**config.mk**
```make
export PLATFORM = sky130hd
export DESIGN_NAME = mp2d_ctrl
export DESIGN_NICKNAME = d
export VERILOG_FILES = /design/src/rtl/mp2d_pkg.sv /design/src/rtl/mp2d_ctrl.sv
export SDC_FILE = /design/constraint.sdc
export NUM_CORES = 1
export LEC_CHECK = 0
export BUFFER_PORTS_ARGS = -buffer_cell sky130_fd_sc_hd__buf_2
export CORE_MARGIN = 3
export CORE_UTILIZATION = 25
export CTS_CLUSTER_SIZE = 30
export DETAILED_ROUTE_END_ITERATION = 12
export SYNTH_ARGS = -nofsm -noshare
export SYNTH_HDL_FRONTEND = slang
export SYNTH_SLANG_ARGS = --single-unit
```
**constraint.sdc**
```tcl
create_clock -name clk -period 18.7 [get_ports clk]
set_input_delay 3.74 -clock clk [delete_from_list [all_inputs] [get_ports clk]]
set_output_delay 3.74 -clock clk [all_outputs]
set_load 0.005 [all_outputs]
```
**src/rtl/mp2d_pkg.sv**
```systemverilog
// Package for the streaming 2-D max pooling core.
// Holds the register map, field widths, reset values and the clamp helpers.
// No dependencies.
package mp2d_pkg;

	// Default sizes of the line store and of a sample.
	localparam int MAX_COLS_DEF    = 1024;
	localparam int SAMPLE_BITS_DEF = 16;

	// Fixed field widths.
	localparam int POOL_W    = 5;
	localparam int DIM_W     = 11;
	localparam int FLOOR_W   = 16;
	localparam int COL_W     = 10;
	localparam int WIN_W     = 4;
	localparam int CFG_W     = 16;
	localparam int CFG_IDX_W = 3;

	// Register indexes of the configuration port.
	typedef enum logic [CFG_IDX_W-1:0] {
		CFG_POOL_ROWS  = 3'd0,
		CFG_POOL_COLS  = 3'd1,
		CFG_IMAGE_COLS = 3'd2,
		CFG_IMAGE_ROWS = 3'd3,
		CFG_FLOOR      = 3'd4
	} cfg_idx_t;

	// Register reset values.
	localparam logic [POOL_W-1:0] POOL_RST = 5'd2;
	localparam logic [DIM_W-1:0]  DIM_RST  = 11'd16;

	// Limits of the size registers.
	localparam logic [POOL_W-1:0] POOL_MAX = 5'd16;
	localparam logic [DIM_W-1:0]  DIM_MAX  = 11'd1024;

	// Side information of one finished window row segment.
	typedef struct packed {
		logic             first_row;
		logic             row_end;
		logic             last;
		logic [COL_W-1:0] col;
	} seg_t;

	// Saturate a pool size to 1..16.
	function automatic logic [POOL_W-1:0] clamp_pool(input logic [POOL_W-1:0] v);
		logic [POOL_W-1:0] r;
		r = v;
		if (v == '0) begin
			r = 5'd1;
		end else if (v > POOL_MAX) begin
			r = POOL_MAX;
		end
		return r;
	endfunction

	// Saturate an image size to 1..1024.
	function automatic logic [DIM_W-1:0] clamp_dim(input logic [DIM_W-1:0] v);
		logic [DIM_W-1:0] r;
		r = v;
		if (v == '0) begin
			r = 11'd1;
		end else if (v > DIM_MAX) begin
			r = DIM_MAX;
		end
		return r;
	endfunction

endpackage

```
**src/rtl/mp2d_ctrl.sv**
```systemverilog
// Window and region counters and the running maximum of the current row segment.
// Issues one finished segment per window row; depends on mp2d_pkg.
module mp2d_ctrl
	import mp2d_pkg::*;
#(
	parameter int MAX_COLS    = MAX_COLS_DEF,
	parameter int SAMPLE_BITS = SAMPLE_BITS_DEF,
	localparam int IDX_W      = $clog2(MAX_COLS)
) (
	input  logic                          clk,
	input  logic                          arst_n,
	input  logic                          accept,
	input  logic signed [SAMPLE_BITS-1:0] sample_value,
	input  logic [POOL_W-1:0]             pool_rows,
	input  logic [POOL_W-1:0]             pool_cols,
	input  logic [DIM_W-1:0]              image_cols,
	input  logic [DIM_W-1:0]              image_rows,
	output logic                          seg_valid,
	output seg_t                          seg,
	output logic [IDX_W-1:0]              seg_idx,
	output logic signed [SAMPLE_BITS-1:0] seg_max
);

	logic [WIN_W-1:0]              ciw_q;
	logic [WIN_W-1:0]              riw_q;
	logic [COL_W-1:0]              col_q;
	logic [COL_W-1:0]              row_q;
	logic [IDX_W-1:0]              idx_q;
	logic signed [SAMPLE_BITS-1:0] rrm_q;

	logic                          seg_done;
	logic                          row_end;
	logic                          col_last;
	logic                          row_last;
	logic [15:0]                   col_span;
	logic [15:0]                   row_span;
	logic signed [SAMPLE_BITS-1:0] rrm_next;

	// End conditions. A region column is last when the next window would not fit,
	// which also catches counters left beyond a new, smaller end.
	always_comb begin
		seg_done = (5'({1'b0, ciw_q}) + 5'd1) >= pool_cols;
		row_end  = (5'({1'b0, riw_q}) + 5'd1) >= pool_rows;
		col_span = 16'({1'b0, col_q} + 11'd2) * 16'(pool_cols);
		row_span = 16'({1'b0, row_q} + 11'd2) * 16'(pool_rows);
		col_last = 16'(image_cols) < col_span;
		row_last = 16'(image_rows) < row_span;
		rrm_next = (ciw_q == '0 || sample_value > rrm_q) ? sample_value : rrm_q;
	end

	// Segment handed to the merge stage.
	always_comb begin
		seg_valid     = accept && seg_done;
		seg.first_row = (riw_q == '0);
		seg.row_end   = row_end;
		seg.last      = col_last && row_last;
		seg.col       = col_q;
		seg_idx       = idx_q;
		seg_max       = rrm_next;
	end

	// Counter and running maximum update on every accepted beat.
	always_ff @(posedge clk or negedge arst_n) begin
		if (!arst_n) begin
			ciw_q <= '0;
			riw_q <= '0;
			col_q <= '0;
			row_q <= '0;
			idx_q <= '0;
			rrm_q <= '0;
		end else if (accept) begin
			rrm_q <= rrm_next;
			if (seg_done) begin
				ciw_q <= '0;
				if (col_last) begin
					col_q <= '0;
					idx_q <= '0;
					if (row_end) begin
						riw_q <= '0;
						row_q <= row_last ? '0 : row_q + 1'b1;
					end else begin
						riw_q <= riw_q + 1'b1;
					end
				end else begin
					col_q <= col_q + 1'b1;
					idx_q <= (idx_q == IDX_W'(MAX_COLS - 1)) ? '0 : idx_q + 1'b1;
				end
			end else begin
				ciw_q <= ciw_q + 1'b1;
			end
		end
	end

	// The line index wraps before the store depth even when it is not a power of two.
	a_idx_range: assert property (@(posedge clk) disable iff (!arst_n)
		32'(idx_q) < MAX_COLS)
		else $error("line index beyond store depth");

endmodule

```
==> results.tsv <==
metric	value	unit
Final Hold Viols	0	
initial antenna violation count	0	
RR Startpoint	col_q[1]	
Buf+Inv Stages, Crit Path	5	
wire per inst	13.5	um
Clock power frac	8.8	%
Residual DRC	0	
Post-synth ARST share	100	%
CP endpoint kind	output pin	
top-count cell post-synth	inv_1	
CP Cell Sequence	buf_2 -> clkinv_1 -> nor2_1 -> fa_1 -> fa_1 -> inv_1 -> fa_1 -> inv_1 -> ha_1 -> o21ai_1 -> a211oi_1 -> or2_1 -> a21oi_1 -> xor2_1 -> ha_1 -> nand3_1 -> nor4_1 -> o31ai_1 -> a32oi_2 -> nand4_4 -> nor2_1 -> nor2_1 -> buf_2	
total gr overflow	0	
critical path data required time	14960	ps
FF-to-FF setup slack	11480	ps
Slowest Stage Delay on Critical Path	660	ps
FP Rows	63	
number of global-route vias before repair	6401	
pwr dens	131	nW/um^2
post-layout minimum cycle time	13240	ps
# H-tree levels	2	
Lkg Pwr	4.50	nW
Syn-to-layout area delta	13.3	%
Cell variety after synth	70	
global placer's final weighted congestion	0.835	
slew at the pin with the worst max-slew slack	974	ps
top cells by area, synth	dfrtp_1 18%, ha_1 17%, fa_1 14%	
final wirelength	18600	um
Sw Pwr	0.000567	W
min-delay src	rrm_q[13]	
Worst Slack Setup Final	5460	ps
chip width	181	um
clock-pin transition on the worst setup and hold timing paths	70	ps
Starting Density	25.7	%
peak supply drop	0.0684	mV
worst skew pair latency	300	ps
Detail Placement HPWL	15400	um
Final Power	0.00114	W
CTS Buf Count	5	
CTS root buf	clkbuf_16	
Die Area	32900	sq um
Pint	0.000572	W
Gate Count Post-Synth	912	
sw frac	49.8	%
proportion of layout cells with a drive suffix above 1	14.1	%
Crit Path Class	input pin to output pin	
Most used DFF post-synth	dfrtp_1	
via count	6578	
Net Count, Synth	1121	
Avg Inst Size Synth	8.43	sq um
Final Max Tran Viols	0	
Final ANT Viol Nets	0	
TritonCTS clock tree	yes	
fmax	75.5	MHz
post-route insts no fill	1383	
placed cells	1375	
Syn. warnings	0	
crit-path leading delay family	adder cells	
Commonest cells post-synth	129 x inv_1, 104 x ha_1, 87 x nor2_1	
Nets	1201	
relative slew slack	35.0	%
startpoint types	input pin	
Gate power share	74.3	%
RR Endpoint	row_q[6]	
Clock Sinks	54	
Hold/Removal Path Class	flip-flop to flip-flop	
Seq cells post-synth	54	
Hold Buf Count CTS	0	
worst reg2reg path depth	24	
Hold Path Sink	rrm_q[13]	
post-synth top area cell	dfrtp_1	
first-pass GRT wire length	31900	um
io pins	91	
DR iter-0 viols	448	
antenna fix cells	0	
total track usage	11.4	%
CP max-delay cell	nor2_1	
final period utilization	70.8	%
Filler cells	3231	
largest net degree at the start of global routing	55	
Total Neg Setup Slack	0	ps
die height	181	um
cts repair resizes	0	
core area	30000	sq um
share of the synthesized area in the top cell type	17.6	%
clk buf depth	2	
pre-CTS setup slack	5440	ps
Worst Path Max Fanout	11	
drt via density	4.76	
Mapped Area	7690	sq um
post-synthesis sequential area ratio	17.6	%
Fin Clk Skew	8.35	ps
Post-CTS Setup Inserts	0	
Seq pwr share	17.0	%
status	complete, no violations	
WHS Path Cells	1	
RSZ-0062 raised after global routing	no	
final setup fails	0	
PortBufs	90	
max-cap violations	0	
WP data arrival	9500	ps
EDFF count, synth	0	
drt first pass iters	5	
[final cells by class]
cell class	instances	area [sq um]	area share [%]
tap	390	488	5.60
timing repair buffer	93	473	5.43
sequential	54	1350	15.5
clock buffer	6	139	1.59
multi-input combinational	706	5750	66.0
clock inverter	2	16.3	0.187
inverter	132	495	5.69
[power by group through the flow]
stage | Combinational [W] | Clock, W | Sequential, W
finish | 0.000846 | 0.0000999 | 0.000193
global route | 0.000988 | 0.000107 | 0.000200
CTS | 0.000859 | 0.000103 | 0.000193
detailed placement | 0.000855 | 0 | 0.000195
global placement | 0.000833 | 0 | 0.000194
floorplan | 0.000649 | 0 | 0.000183
[metrics by stage]
step / utilization [%] / hold WS (ps) / area (sq um)
2_1_floorplan: - / 479 / 7690
3_3_place_gp: 28.6 / 486 / 8560
3_5_place_dp: 28.6 / 493 / 8560
4_1_cts: 29.1 / 510 / 8710
5_1_grt: 29.1 / 519 / 8710
6_report: 29.1 / 505 / 8710
[kinds of logic (layout without fill, tap and decap cells)]
group,after synthesis,in the layout,share of synthesized area (%)
AOI/OAI and AO/OA,170,170,15.4
muxes,23,23,3.32
DFF,54,54,17.6
buffers and inverters,152,233,7.63
adders and majority gates,158,158,31.0
xor gates and xnor gates,37,37,4.21
and+or+nand+nor,318,318,20.9
[metal layers]
metal  part of all wire, %  global-route usage (%)  wire length, um  vias to the layer above
met5                     0                       0                0                        -
met3                   4.7                    1.78              871                       23
met2                    46                    18.7             8600                      114
met4                   2.4                    2.93              447                        0
met1                    47                    15.7             8730                     3182
li1                      -                       -                -                     3259
[worst reg2reg max path, cell delays in order (launching register included)]
cell and delay [ps]:
dfrtp_1 710, ha_1 340, nand3_1 130, xnor2_1 490, nor2_1 130, fa_1 510, fa_1 550, inv_1 50
fa_1 520, inv_1 40, ha_1 360, nand2_1 120, a211oi_1 340, or2_1 190, a21oi_1 90, xor2_1 150
ha_1 300, nand3_1 100, nor4_1 270, o31ai_1 120, a32oi_2 260, nand4_4 230, o21a_1 380, and3_1 370
a221o_1 340
[layout by cell type, fill, tap and decap left out, types with 20 or more instances in the layout]
cell	count
inv_1	129
ha_1	104
mux2_2	20
a21oi_1	29
and2_1	31
buf_2	90
fa_1	54
and3_1	23
dfrtp_1	54
a21o_1	21
nand3_1	28
nand2_1	71
nor2_1	87
o21ai_0	44
xor2_1	24
[registers in the layout, indices dropped and copies added (netlist names)]
signal   count
col_q       10
seg_idx     10
rrm_q       16
ciw_q        4
row_q       10
riw_q        4
[worst max-delay path by stage]
| stage | to | start | cells after the start |
|---|---|---|---|
| after floorplan | seg[10] | pool_cols[4] | 22 |
| after global placement | seg[10] | pool_cols[4] | 23 |
| after detailed placement | seg[10] | pool_cols[2] | 23 |
| after CTS | seg[10] | pool_cols[2] | 23 |
| after global routing | seg[10] | pool_cols[2] | 23 |
| final | seg[10] | pool_cols[2] | 23 |
No activity file was read; power rests on OpenSTA's default activity.
